<file path="config.mk">
export PLATFORM = sky130hd
export DESIGN_NAME = max_filter_3x3_core
export DESIGN_NICKNAME = d
export VERILOG_FILES = /design/src/design/mf3_pkg.sv /design/src/design/mf3_line_store.sv /design/src/design/max_filter_3x3_core.sv
export SDC_FILE = /design/constraint.sdc
export NUM_CORES = 2
export LEC_CHECK = 0
export BUFFER_PORTS_ARGS = -buffer_cell sky130_fd_sc_hd__buf_2
export CORE_UTILIZATION = 36
export DETAILED_ROUTE_END_ITERATION = 10
export GPL_ROUTABILITY_DRIVEN = 0
export PLACE_DENSITY = 0.51
export RECOVER_POWER = 100
export SLEW_MARGIN = 20
export SYNTH_ARGS = -nofsm -noshare
export SYNTH_HDL_FRONTEND = slang
export SYNTH_SLANG_ARGS = --single-unit
export TNS_END_PERCENT = 20
</file>
<file path="constraint.sdc">
create_clock -name clk -period 6.6 [get_ports clk]
set_input_delay 1.32 -clock clk [delete_from_list [all_inputs] [get_ports clk]]
set_output_delay 1.32 -clock clk [all_outputs]
set_load 0.1 [all_outputs]
</file>
<file path="src/design/mf3_pkg.sv">
// Shared constants, types and helpers of the 3x3 max filter.
package mf3_pkg;

	// Default frame limits
	localparam int MAX_COLS_DEF = 128;
	localparam int MAX_ROWS_DEF = 128;

	// Pixel and configuration port widths
	localparam int PIX_W   = 8;
	localparam int SIZE_W  = 8;
	localparam int APB_DW  = 32;
	localparam int APB_AW  = 4;

	// Register indexes (byte address 4*i)
	localparam logic [1:0] REG_ENABLE     = 2'd0;
	localparam logic [1:0] REG_FRAME_COLS = 2'd1;
	localparam logic [1:0] REG_FRAME_ROWS = 2'd2;

	// Reset values of the registers
	localparam logic              ENABLE_RST = 1'b1;
	localparam logic [SIZE_W-1:0] COLS_RST   = 8'd100;
	localparam logic [SIZE_W-1:0] ROWS_RST   = 8'd100;

	// Request kinds on the input stream
	localparam logic CMD_PIXEL = 1'b0;
	localparam logic CMD_FLUSH = 1'b1;

	// Control carried with a request through the window stage
	typedef struct packed {
		logic is_pixel;  // request shifts the window
		logic emit;      // request produces an output pixel
		logic pass;      // disabled mode: output the input pixel
		logic border;    // output position lies on the frame border
		logic eof;       // last output pixel of the frame
	} s1_ctrl_t;

	// Larger of two pixels
	function automatic logic [PIX_W-1:0] max8(input logic [PIX_W-1:0] a,
			input logic [PIX_W-1:0] b);
		return (a > b) ? a : b;
	endfunction

endpackage

</file>
<file path="src/design/mf3_line_store.sv">
// Two line memories holding the previous two image rows.
module mf3_line_store #(
	parameter int MAX_COLS = mf3_pkg::MAX_COLS_DEF
) (
	input  logic                          clk,
	input  logic                          arst_n,
	input  logic                          req,
	input  logic [$clog2(MAX_COLS)-1:0]   addr,
	input  logic [mf3_pkg::PIX_W-1:0]     pixel,
	output logic [mf3_pkg::PIX_W-1:0]     top,
	output logic [mf3_pkg::PIX_W-1:0]     mid
);
	import mf3_pkg::*;

	localparam int COL_W = $clog2(MAX_COLS);

	logic [PIX_W-1:0] mid_mem [MAX_COLS];
	logic [PIX_W-1:0] top_mem [MAX_COLS];
	logic [PIX_W-1:0] mid_rd_s1;
	logic [PIX_W-1:0] top_rd_s1;
	logic             wb_q;
	logic [COL_W-1:0] wb_addr_q;

	// Read the previous row and replace it with the new pixel (old data on read)
	always_ff @(posedge clk) begin
		if (req) begin
			mid_rd_s1     <= mid_mem[addr];
			mid_mem[addr] <= pixel;
		end
	end

	// Read the row before that; write back the moved-up row in the following cycle.
	// Consecutive requests never share a column, so the late write cannot
	// collide with the read of the following request.
	always_ff @(posedge clk) begin
		if (req) begin
			top_rd_s1 <= top_mem[addr];
		end
		if (wb_q) begin
			top_mem[wb_addr_q] <= mid_rd_s1;
		end
	end

	// Track the pending write-back
	always_ff @(posedge clk or negedge arst_n) begin
		if (!arst_n) begin
			wb_q <= 1'b0;
		end else begin
			wb_q <= req;
		end
	end

	always_ff @(posedge clk) begin
		if (req) begin
			wb_addr_q <= addr;
		end
	end

	assign top = top_rd_s1;
	assign mid = mid_rd_s1;

endmodule

</file>
<file path="src/design/max_filter_3x3_core.sv">
// 3x3 max filter (grayscale dilation) over a raster pixel stream.
// Two register stages (window, output); the line memories do one read-modify-write per cycle.
// Throughput: one request per cycle while a full output register does not stall the input.
// A pixel's own output comes clamped frame_cols+1 pixel requests later; flush drains the rest.
// Reset loads the register defaults and clears valid flags, counters and window; line memory
// content stays undefined until written and needs no clearing pass.
module max_filter_3x3_core #(
	parameter int MAX_COLS = mf3_pkg::MAX_COLS_DEF,
	parameter int MAX_ROWS = mf3_pkg::MAX_ROWS_DEF
) (
	input  logic                          clk,
	input  logic                          arst_n,
	// Input stream
	input  logic                          s_tvalid,
	output logic                          s_tready,
	input  logic [7:0]                    s_tdata,   // [7:0] pixel
	input  logic                          s_tuser,   // [0] cmd
	// Output stream
	output logic                          m_tvalid,
	input  logic                          m_tready,
	output logic [7:0]                    m_tdata,   // [7:0] value
	output logic                          m_tuser,   // [0] out_valid
	output logic                          m_tlast,   // end_of_frame
	// Configuration
	input  logic                          psel,
	input  logic                          penable,
	input  logic                          pwrite,
	input  logic [mf3_pkg::APB_AW-1:0]    paddr,
	input  logic [mf3_pkg::APB_DW-1:0]    pwdata,
	output logic [mf3_pkg::APB_DW-1:0]    prdata,
	output logic                          pready
);
	import mf3_pkg::*;

	localparam int COL_W  = $clog2(MAX_COLS);
	localparam int ROW_W  = $clog2(MAX_ROWS);
	localparam int CCNT_W = $clog2(MAX_COLS + 1);
	localparam int RCNT_W = $clog2(MAX_ROWS + 1);
	localparam int FILL_W = $clog2(MAX_COLS + 2);

	// Configuration registers
	logic              enable_q;
	logic [SIZE_W-1:0] frame_cols_q;
	logic [SIZE_W-1:0] frame_rows_q;
	logic              cfg_wr;
	logic [1:0]        cfg_idx;

	// Positions and pending count
	logic [COL_W-1:0]  in_col_q, out_col_q;
	logic [ROW_W-1:0]  in_row_q, out_row_q;
	logic [FILL_W-1:0] fill_q;

	// Frame size in use
	logic [CCNT_W-1:0] used_cols;
	logic [RCNT_W-1:0] used_rows;

	// Next positions
	logic [COL_W-1:0]  in_col_nx, out_col_nx;
	logic [ROW_W-1:0]  in_row_nx, out_row_nx;
	logic [COL_W:0]    in_col_inc, out_col_inc;
	logic [ROW_W:0]    in_row_inc, out_row_inc;

	// Request decode
	logic              acc;
	logic              is_pix;
	logic              flush_go;
	logic              win_emit;
	logic              out_border;
	logic              out_last;
	logic              in_last;
	s1_ctrl_t          ctrl_d;

	// Window stage
	logic              s1_valid_q;
	s1_ctrl_t          ctrl_s1;
	logic [PIX_W-1:0]  pix_s1;
	logic              s1_adv;
	logic [PIX_W-1:0]  top_s1, mid_s1;
	logic [PIX_W-1:0]  cm0_q, cm1_q, cm2_q;
	logic [PIX_W-1:0]  col_max;
	logic [PIX_W-1:0]  win_max;
	logic [PIX_W-1:0]  value_s1;

	// Output register
	logic              m_valid_q;
	logic [PIX_W-1:0]  m_data_q;
	logic              m_user_q;
	logic              m_last_q;

	// Register access
	assign cfg_wr  = psel && penable && pwrite;
	assign cfg_idx = paddr[3:2];
	assign pready  = 1'b1;

	always_ff @(posedge clk or negedge arst_n) begin
		if (!arst_n) begin
			enable_q     <= ENABLE_RST;
			frame_cols_q <= COLS_RST;
			frame_rows_q <= ROWS_RST;
		end else if (cfg_wr) begin
			unique case (cfg_idx)
				REG_ENABLE:     enable_q     <= pwdata[0];
				REG_FRAME_COLS: frame_cols_q <= pwdata[SIZE_W-1:0];
				REG_FRAME_ROWS: frame_rows_q <= pwdata[SIZE_W-1:0];
				default: ;
			endcase
		end
	end

	always_comb begin
		unique case (cfg_idx)
			REG_ENABLE:     prdata = {{(APB_DW-1){1'b0}}, enable_q};
			REG_FRAME_COLS: prdata = {{(APB_DW-SIZE_W){1'b0}}, frame_cols_q};
			REG_FRAME_ROWS: prdata = {{(APB_DW-SIZE_W){1'b0}}, frame_rows_q};
			default:        prdata = '0;
		endcase
	end

	// Clamp the frame size to the supported range
	always_comb begin
		priority if (frame_cols_q < 8'd3) begin
			used_cols = CCNT_W'(3);
		end else if (32'(frame_cols_q) > MAX_COLS) begin
			used_cols = CCNT_W'(MAX_COLS);
		end else begin
			used_cols = CCNT_W'(frame_cols_q);
		end
		priority if (frame_rows_q < 8'd3) begin
			used_rows = RCNT_W'(3);
		end else if (32'(frame_rows_q) > MAX_ROWS) begin
			used_rows = RCNT_W'(MAX_ROWS);
		end else begin
			used_rows = RCNT_W'(frame_rows_q);
		end
	end

	// Advance input and output positions in raster order
	always_comb begin
		in_col_inc  = {1'b0, in_col_q} + 1'b1;
		in_row_inc  = {1'b0, in_row_q} + 1'b1;
		out_col_inc = {1'b0, out_col_q} + 1'b1;
		out_row_inc = {1'b0, out_row_q} + 1'b1;

		in_col_nx = in_col_inc[COL_W-1:0];
		in_row_nx = in_row_q;
		if (32'(in_col_inc) >= 32'(used_cols)) begin
			in_col_nx = '0;
			in_row_nx = (32'(in_row_inc) >= 32'(used_rows)) ? '0 : in_row_inc[ROW_W-1:0];
		end

		out_col_nx = out_col_inc[COL_W-1:0];
		out_row_nx = out_row_q;
		if (32'(out_col_inc) >= 32'(used_cols)) begin
			out_col_nx = '0;
			out_row_nx = (32'(out_row_inc) >= 32'(used_rows)) ? '0 : out_row_inc[ROW_W-1:0];
		end
	end

	// Decode the request at the input
	assign s_tready = !s1_valid_q || s1_adv;
	assign acc      = s_tvalid && s_tready;
	assign is_pix   = (s_tuser == CMD_PIXEL);

	always_comb begin
		flush_go   = !is_pix && enable_q && (fill_q != '0) && (in_col_q == '0)
			&& (in_row_q == '0);
		win_emit   = is_pix && enable_q && (32'(fill_q) >= 32'(used_cols) + 1);
		out_border = (out_row_q == '0) || (32'(out_row_q) + 2 > 32'(used_rows))
			|| (out_col_q == '0) || (32'(out_col_q) + 2 > 32'(used_cols));
		out_last   = (32'(out_col_q) == 32'(used_cols) - 1)
			&& (32'(out_row_q) == 32'(used_rows) - 1);
		in_last    = (32'(in_col_q) == 32'(used_cols) - 1)
			&& (32'(in_row_q) == 32'(used_rows) - 1);

		ctrl_d.is_pixel = is_pix;
		ctrl_d.pass     = is_pix && !enable_q;
		ctrl_d.emit     = flush_go || win_emit || (is_pix && !enable_q);
		ctrl_d.border   = out_border;
		priority if (is_pix && !enable_q) begin
			ctrl_d.eof = in_last;
		end else if (flush_go || win_emit) begin
			ctrl_d.eof = out_last;
		end else begin
			ctrl_d.eof = 1'b0;
		end
	end

	// Update positions and the pending count
	always_ff @(posedge clk or negedge arst_n) begin
		if (!arst_n) begin
			in_col_q  <= '0;
			in_row_q  <= '0;
			out_col_q <= '0;
			out_row_q <= '0;
			fill_q    <= '0;
		end else if (acc) begin
			if (is_pix) begin
				in_col_q <= in_col_nx;
				in_row_q <= in_row_nx;
				if (!enable_q) begin
					// pass-through: drop pending outputs, follow the input
					fill_q    <= '0;
					out_col_q <= in_col_nx;
					out_row_q <= in_row_nx;
				end else if (win_emit) begin
					out_col_q <= out_col_nx;
					out_row_q <= out_row_nx;
				end else begin
					fill_q <= fill_q + 1'b1;
				end
			end else if (flush_go) begin
				out_col_q <= out_col_nx;
				out_row_q <= out_row_nx;
				fill_q    <= fill_q - 1'b1;
			end
		end
	end

	// Line memories, read at the input column
	mf3_line_store #(
		.MAX_COLS (MAX_COLS)
	) u_line_store (
		.clk    (clk),
		.arst_n (arst_n),
		.req    (acc && is_pix),
		.addr   (in_col_q),
		.pixel  (s_tdata),
		.top    (top_s1),
		.mid    (mid_s1)
	);

	// Window stage register
	always_ff @(posedge clk or negedge arst_n) begin
		if (!arst_n) begin
			s1_valid_q <= 1'b0;
		end else if (s_tready) begin
			s1_valid_q <= acc;
		end
	end

	always_ff @(posedge clk) begin
		if (acc) begin
			ctrl_s1 <= ctrl_d;
			pix_s1  <= s_tdata;
		end
	end

	assign s1_adv = s1_valid_q && (!m_valid_q || m_tready);

	// Window kept as column maxima: the 3x3 maximum only needs those
	always_comb begin
		col_max = max8(max8(top_s1, mid_s1), pix_s1);
		if (ctrl_s1.is_pixel) begin
			win_max = max8(max8(cm1_q, cm2_q), col_max);
		end else begin
			win_max = max8(max8(cm0_q, cm1_q), cm2_q);
		end
		priority if (!ctrl_s1.emit) begin
			value_s1 = '0;
		end else if (ctrl_s1.pass) begin
			value_s1 = pix_s1;
		end else if (ctrl_s1.border) begin
			value_s1 = '0;
		end else begin
			value_s1 = win_max;
		end
	end

	// Shift the window left and bring in the new column
	always_ff @(posedge clk or negedge arst_n) begin
		if (!arst_n) begin
			cm0_q <= '0;
			cm1_q <= '0;
			cm2_q <= '0;
		end else if (s1_adv && ctrl_s1.is_pixel) begin
			cm0_q <= cm1_q;
			cm1_q <= cm2_q;
			cm2_q <= col_max;
		end
	end

	// Output register
	always_ff @(posedge clk or negedge arst_n) begin
		if (!arst_n) begin
			m_valid_q <= 1'b0;
		end else if (!m_valid_q || m_tready) begin
			m_valid_q <= s1_valid_q;
		end
	end

	always_ff @(posedge clk) begin
		if (s1_adv) begin
			m_data_q <= value_s1;
			m_user_q <= ctrl_s1.emit;
			m_last_q <= ctrl_s1.emit && ctrl_s1.eof;
		end
	end

	assign m_tvalid = m_valid_q;
	assign m_tdata  = m_data_q;
	assign m_tuser  = m_user_q;
	assign m_tlast  = m_last_q;

	// Input stalls only when the window stage is blocked by a full output
	a_ready_stall: assert property (@(posedge clk) disable iff (!arst_n)
		!s_tready |-> s1_valid_q && m_tvalid && !m_tready)
		else $error("input stalled without a blocked output");

	// A result without a pixel carries zero value and no frame end
	a_empty_result: assert property (@(posedge clk) disable iff (!arst_n)
		m_tvalid && !m_tuser |-> (m_tdata == '0) && !m_tlast)
		else $error("empty result carries data");

	// Pass-through pixels drop any pending outputs
	a_pass_fill: assert property (@(posedge clk) disable iff (!arst_n)
		s_tvalid && s_tready && (s_tuser == CMD_PIXEL) && !enable_q
		|=> fill_q == '0)
		else $error("pending count kept in pass-through mode");

endmodule
</file>
* Word level (Yosys, flattened, before mapping)
Memories as Yosys holds them, arrays and structs flattened. A register that Yosys moved wholly into a read port is not among the register bits.
Cells that the tools add are included.
** Cells by class
- Add/subtract/negate cells :: 11
- Magnitude comparators :: 17
- Eq/ne operators :: 9
- Muxes and demuxes :: 38
- Bitwise operators :: 1
- Reduce and logical (&&, ||, !) cells :: 38
** Operators with widths (number)
- 2-to-1 mux 8 bit :: 17
- equality test 7 x 32 -> 1 bit :: 4
- 2-to-1 mux 7 bit :: 14
- greater-than comparator 8 bit :: 8
- adder 7 x 1 -> 8 bit (second input constant) :: 4
- >= comparator 8 bit :: 4
- logical NOT 7 bit :: 4
- one-hot mux 8 bit (3 select lines) :: 1
- subtractor 8 x 1 -> 9 bit (second input constant) :: 2
- adder 7 x 2 -> 8 bit (second input constant) :: 2
- greater-than comparator 8 bit (second input constant) :: 2
- logical AND 1 bit :: 16
- less-than comparator 8 x 2 -> 1 bit (second input constant) :: 2
- adder 8 x 1 -> 9 bit (second input constant) :: 1
- >= comparator 8 x 9 -> 1 bit :: 1
- adder 8 x 1 -> 8 bit (second input constant) :: 1
- AND reduction 2 bit :: 4
- nonzero test 8 bit :: 1
- subtractor 8 x 1 -> 8 bit (second input constant) :: 1
- logical OR 1 bit :: 7
- 2-to-1 mux 1 bit :: 6
- AND reduction 3 bit :: 2
- logical NOT 1 bit :: 3
- != test 3 x 2 -> 1 bit (second input constant) :: 1
- other kinds (6) :: 6
** Word-level totals
- Bits in registers :: 110
- Memory bits (writable) :: 2048
- Output and inout port bits :: 45
- Word-level logic and storage cells :: 140
- Memories :: 2
** Memories
- u_line_store.mid_mem :: depth 128, bits a word 8, rd ports 1, clocked after memory_dff 1, wr ports 1, line mf3_line_store.sv:17 : logic [PIX_W-1:0] mid_mem [MAX_COLS];
- u_line_store.top_mem :: depth 128, bits a word 8, rd ports 1, clocked after memory_dff 1, wr ports 1, line mf3_line_store.sv:18 : logic [PIX_W-1:0] top_mem [MAX_COLS];

* Longest topological paths before layout
- Word-level depth :: 9
- Gate-level depth with buffers :: 25
- Gate-level depth less buffers :: 23

* Modules after synthesis
Synthesis repeated with hierarchy kept, for this count alone.
** Unflattened totals
- Cell total of the unflattened synthesis :: 5908
- Area total of the unflattened synthesis :: 89091.7 µm²
** Modules (own cells, without submodules)
- mf3_line_store :: instances 1, cells an instance 4855, area each 80026.8 µm², seq. area each 62214.7 µm²
- max_filter_3x3_core :: instances 1, cells an instance 1053, area each 9064.9 µm², seq. area each 2676.3 µm²

* Worst setup path after synthesis
OpenSTA, ideal clock, no wires.
- Path type :: register -> register
- From :: register u_line_store.mid_rd_s1[5] (netlist: u_line_store.mid[5]), read port of u_line_store.mid_mem
- To :: register m_data_q[6] (netlist: m_tdata[6]), data pin
- Library setup time :: 0.258 ns
- Arrival :: 6.272 ns
- Setup slack :: 0.070 ns
- Cell stages (with the launch flop) :: 25
- Buffers on the path :: 3
- Period minus slack after synthesis :: 6.530 ns
- Path through :: edfxtp_1 -> inv_1 -> ha_1 -> a211oi_2 -> nor2_2 -> nor4bb_4 -> or2_1 -> buf_6 -> mux2_2 -> ha_1 -> nand4_1 -> o21a_1 -> a21o_1 -> buf_12 -> mux2i_1 -> ha_1 -> a21o_1 -> a21o_1 -> a21oi_1 -> o21a_1 -> clkbuf_1 -> nand3_1 -> o21ai_0 -> a211o_1 -> a21oi_1
** Between the ends
- Longest elaborated chain between the ends :: 9
** RTL lines
- start, declared :: line mf3_line_store.sv:19 : logic [PIX_W-1:0] mid_rd_s1;
- greater-than comparator 8 bit :: line mf3_pkg.sv:40 : return (a > b) ? a : b;
- 2-to-1 mux 8 bit (*) :: line mf3_pkg.sv:40
- greater-than comparator 8 bit :: line mf3_pkg.sv:40
- 2-to-1 mux 8 bit (*) :: line mf3_pkg.sv:40
- greater-than comparator 8 bit :: line mf3_pkg.sv:40
- 2-to-1 mux 8 bit (*) :: line mf3_pkg.sv:40
- 2-to-1 mux 8 bit (*) :: line max_filter_3x3_core.sv:253 : if (ctrl_s1.is_pixel) begin
- 2-to-1 mux 8 bit (*) :: line max_filter_3x3_core.sv:262 : end else if (ctrl_s1.border) begin
- 2-to-1 mux 8 bit (*) :: line max_filter_3x3_core.sv:260 : end else if (ctrl_s1.pass) begin
- end signal, assigned :: line max_filter_3x3_core.sv:293 : m_data_q <= value_s1;
- end, declared :: line max_filter_3x3_core.sv:86 : logic [PIX_W-1:0] m_data_q;
Every way passes the cells marked *; elsewhere a longest branch is shown, timed or not.
A chain may end at the register's enable or synchronous reset.

==> flow_metrics.tcl <==
set metrics [dict create \
    grt_max_degree 93 \
    p_leak_nw 29.7 \
    drive_gt1_share_pct 9.11 \
    grt_pass1_vias 49409 \
    switching_share_pct 34.5 \
    cts_tree "built" \
    outcome "finished, violations left" \
    grt_usage_pct 21.3 \
    slew_headroom_pct -203 \
    drv_slew 1919 \
    path_clk_slew_ns 0.06 \
    cp_top_family "simple AND/OR/NAND/NOR gates" \
    cts_hold_buf 0 \
    crit_cells 10 \
    utilization_pct 40.8 \
    critPathLaunchType "flop" \
    via_per_inst 5.79 \
    wire_per_inst_um 29.7 \
    worst_setup_path_end_kind "flop" \
    crit_required_ns 7.10 \
    crit_arrival_ns 6.77 \
    synth_top_family_by_area "compound AO/OA/AOI/OAI gates" \
    placed_area_mm2 0.0893 \
    crit_buf_inv 2 \
    antenna_found_initial 5 \
    ant_nets 0 \
    placedCellCount 8290 \
    fin_area_mm2 0.0958 \
    r2r_cells 10 \
    fmax_mhz 159 \
    min_path_type "reg -> reg" \
    cts_setup_buffers 0 \
    final_common_cell "edfxtp_1" \
    crit_fanout 69 \
    syn_avg_cell_area_um2 16.1 \
    postSynthCellCount 5277 \
    syn_area_mm2 0.0851 \
    setup_tns_ns 0 \
    p_per_area_mw_per_mm2 412 \
    fin_crit_sh_pct 95.1 \
    synthTopCellsByArea "edfxtp_1 (74%), a22oi_1 (6.5%), dfrtp_1 (2.1%)" \
    synth-edff-count 2094 \
    synth_xor_area_share_pct 0.638 \
    synth-adder-area-share_pct 1.75 \
    synth_warnings 0 \
    hold_viol_final 0 \
    yosys.area_share.simple_pct 5.20 \
    holdPathStages 2 \
    violations "capacitance limit, slew limit" \
    skew_ns 0.0475 \
    clkPwrFrac_pct 30.2 \
    postRouteWirelength_um 257000 \
    cap_viol_max_count 38 \
    clk-insertion-delay-late_ns 0.87 \
    grt_pass1_wl_um 367000 \
    clock_path_buffers 3 \
    pin_count 97 \
    drtIter0Drc 5431 \
    ys_ff_latch 2174 \
    power_frac_comb_pct 28.2 \
    grt-ovfl-total 0 \
    die_y_um 488 \
    rows 178 \
    die_area_mm2 0.238 \
    numCtsBuffers 215 \
    crit_chain "clkbuf_1 > nor2_1 > and2_2 > buf_4 > a22oi_1 > nand4_1 > a21oi_1 > o22ai_1 > nor4_1 > o221ai_1" \
    power_switching_mw 13.6 \
    die_x_um 488 \
    firstDrtPassIters 6 \
    cts_root_buffer "clkbuf_16" \
    synthDistinctLibCells 89 \
    yosys.area.top_type "edfxtp_1" \
    final_nets 5527 \
    p_int_mw 25.9 \
    cts_resized 0 \
    vdd_drop_max_mv 0.499 \
    htreeDepth 4 \
    area_growth_pct 12.6 \
    p_seq_share_pct 41.6 \
    min_period_ns 6.28 \
    setup_viol 0 \
    async_flop_share_pct 3.68 \
    critPathKind "reg -> reg" \
    cts_sinks 2174 \
    worst_pin_slew_ns 4.54 \
    stdcell_count 8684 \
    synth_compound_area_share_pct 13.2 \
    via_count 50311 \
    synth_mux_area_share_pct 0.815 \
    dp_hpwl_um 152000 \
    core-area_mm2 0.235 \
    yosysTopAreaCellShare_pct 73.9 \
    holdWs_ns 0.488 \
    grt_setup_unrepaired "false" \
    initial_utilization_pct 36.2 \
    crit_path_top_delay_cell "clkbuf_1" \
    numPortBuffers 45 \
    synth_ff_type "edfxtp_1" \
    drc 0 \
    slowest_delay_ns 1.25 \
    mostFrequentLayoutCells "edfxtp_1 (2094), a22oi_1 (738), nor2_1 (336)" \
    seq_area_frac_synth_pct 76.3 \
]
[synthesized netlist by cell type, types with 9 or more instances]
master / instances
nand2_1: 148
xor2_1: 29
nor4_1: 16
a41oi_1: 24
nand2b_1: 19
xnor2_1: 33
nand4_1: 164
nand3_1: 98
a22o_1: 152
mux2i_1: 28
and2_1: 11
a211o_1: 10
o21a_1: 12
nor2_1: 337
edfxtp_1: 2094
nor3_1: 29
o2111ai_1: 9
a21o_1: 12
mux2_2: 30
a22oi_1: 738
inv_1: 67
a21oi_1: 100
o211ai_1: 31
clkbuf_1: 209
dfrtp_1: 73
and3_1: 16
buf_2: 39
nor2b_1: 36
o21ai_0: 137
a221oi_1: 145
ha_1: 118
buf_1: 83
a31oi_1: 72
buf_4: 26
[state kept, by name (all words and copies together), names as in the netlist, 5 cells and up]
name / count
in_row_q: 7
out_col_q: 7
m_tdata: 8
frame_rows_q: 8
in_col_q: 7
u_line_store.wb_addr_q: 7
u_line_store.top_mem: 1024
u_line_store.top: 8
cm1_q: 8
fill_q: 8
frame_cols_q: 8
cm0_q: 8
u_line_store.mid_mem: 1024
out_row_q: 7
cm2_q: 8
u_line_store.mid: 8
pix_s1: 8
ctrl_s1: 5
[power groups by stage]
stage	registers, mW	logic (mW)	clock network (mW)
floorplan	16.7	6.29	0
global placement	16.6	11.0	0
detailed placement	16.6	11.1	0
CTS	16.4	11.1	12.1
global route	16.5	11.8	12.6
finish	16.4	11.1	11.9
[final cells by class]
cell class	count	area [µm²]
well taps	3150	3940
flip-flops and latches	2174	64900
fillers	21248	139000
multi-input cells	2696	18500
inverters	71	267
repair buffers	199	1410
clock inverters	131	1120
diodes	1	2.50
clock buffers	262	5620
[metrics by stage]
stage	power (mW)	worst slack, ns
after global routing	40.9	0.240
after global placement	27.7	0.989
after detailed placement	27.8	1.00
final	39.5	0.323
after floorplan	23.0	0.0696
after CTS	39.6	0.970
[routing by layer]
layer  part of all wire [%]  global-route usage, %  up-vias
met3                    6.8                   3.12      361
met4                    2.6                   6.19        0
met2                     47                   33.8     1922
met5                      0                      0        -
li1                       -                      -    21695
met1                     44                   30.2    26333
[cell families after synthesis]
logic type | count (synthesis)
AND/OR/NAND/NOR | 915
buffers and inverters | 430
other | 2
AO/OA/AOI/OAI | 1513
adder cells (fa/ha/maj) | 119
flip-flops | 2174
XOR/XNOR | 62
multiplexers | 62
[worst min-delay path: stages (launching register included)]
cell and delay (ns):
dfrtp_1 0.35, nand2_1 0.05, o21ai_0 0.06
[path summary, 6_finish.rpt]
check / from / to / slack [ns]
setup / recovery: in_col_q[1] / u_line_store.mid[4] / 0.32
hold / removal: cm0_q[0] / cm0_q[0] / 0.49
setup reg to reg: in_col_q[1] / u_line_store.mid[4] / 0.32
hold reg to reg: cm0_q[0] / cm0_q[0] / 0.49
max in group asynchronous: arst_n / cm2_q[1] / 2.02
min in group asynchronous: arst_n / frame_rows_q[1] / 1.15
Power figures use the tool's default switching activity.
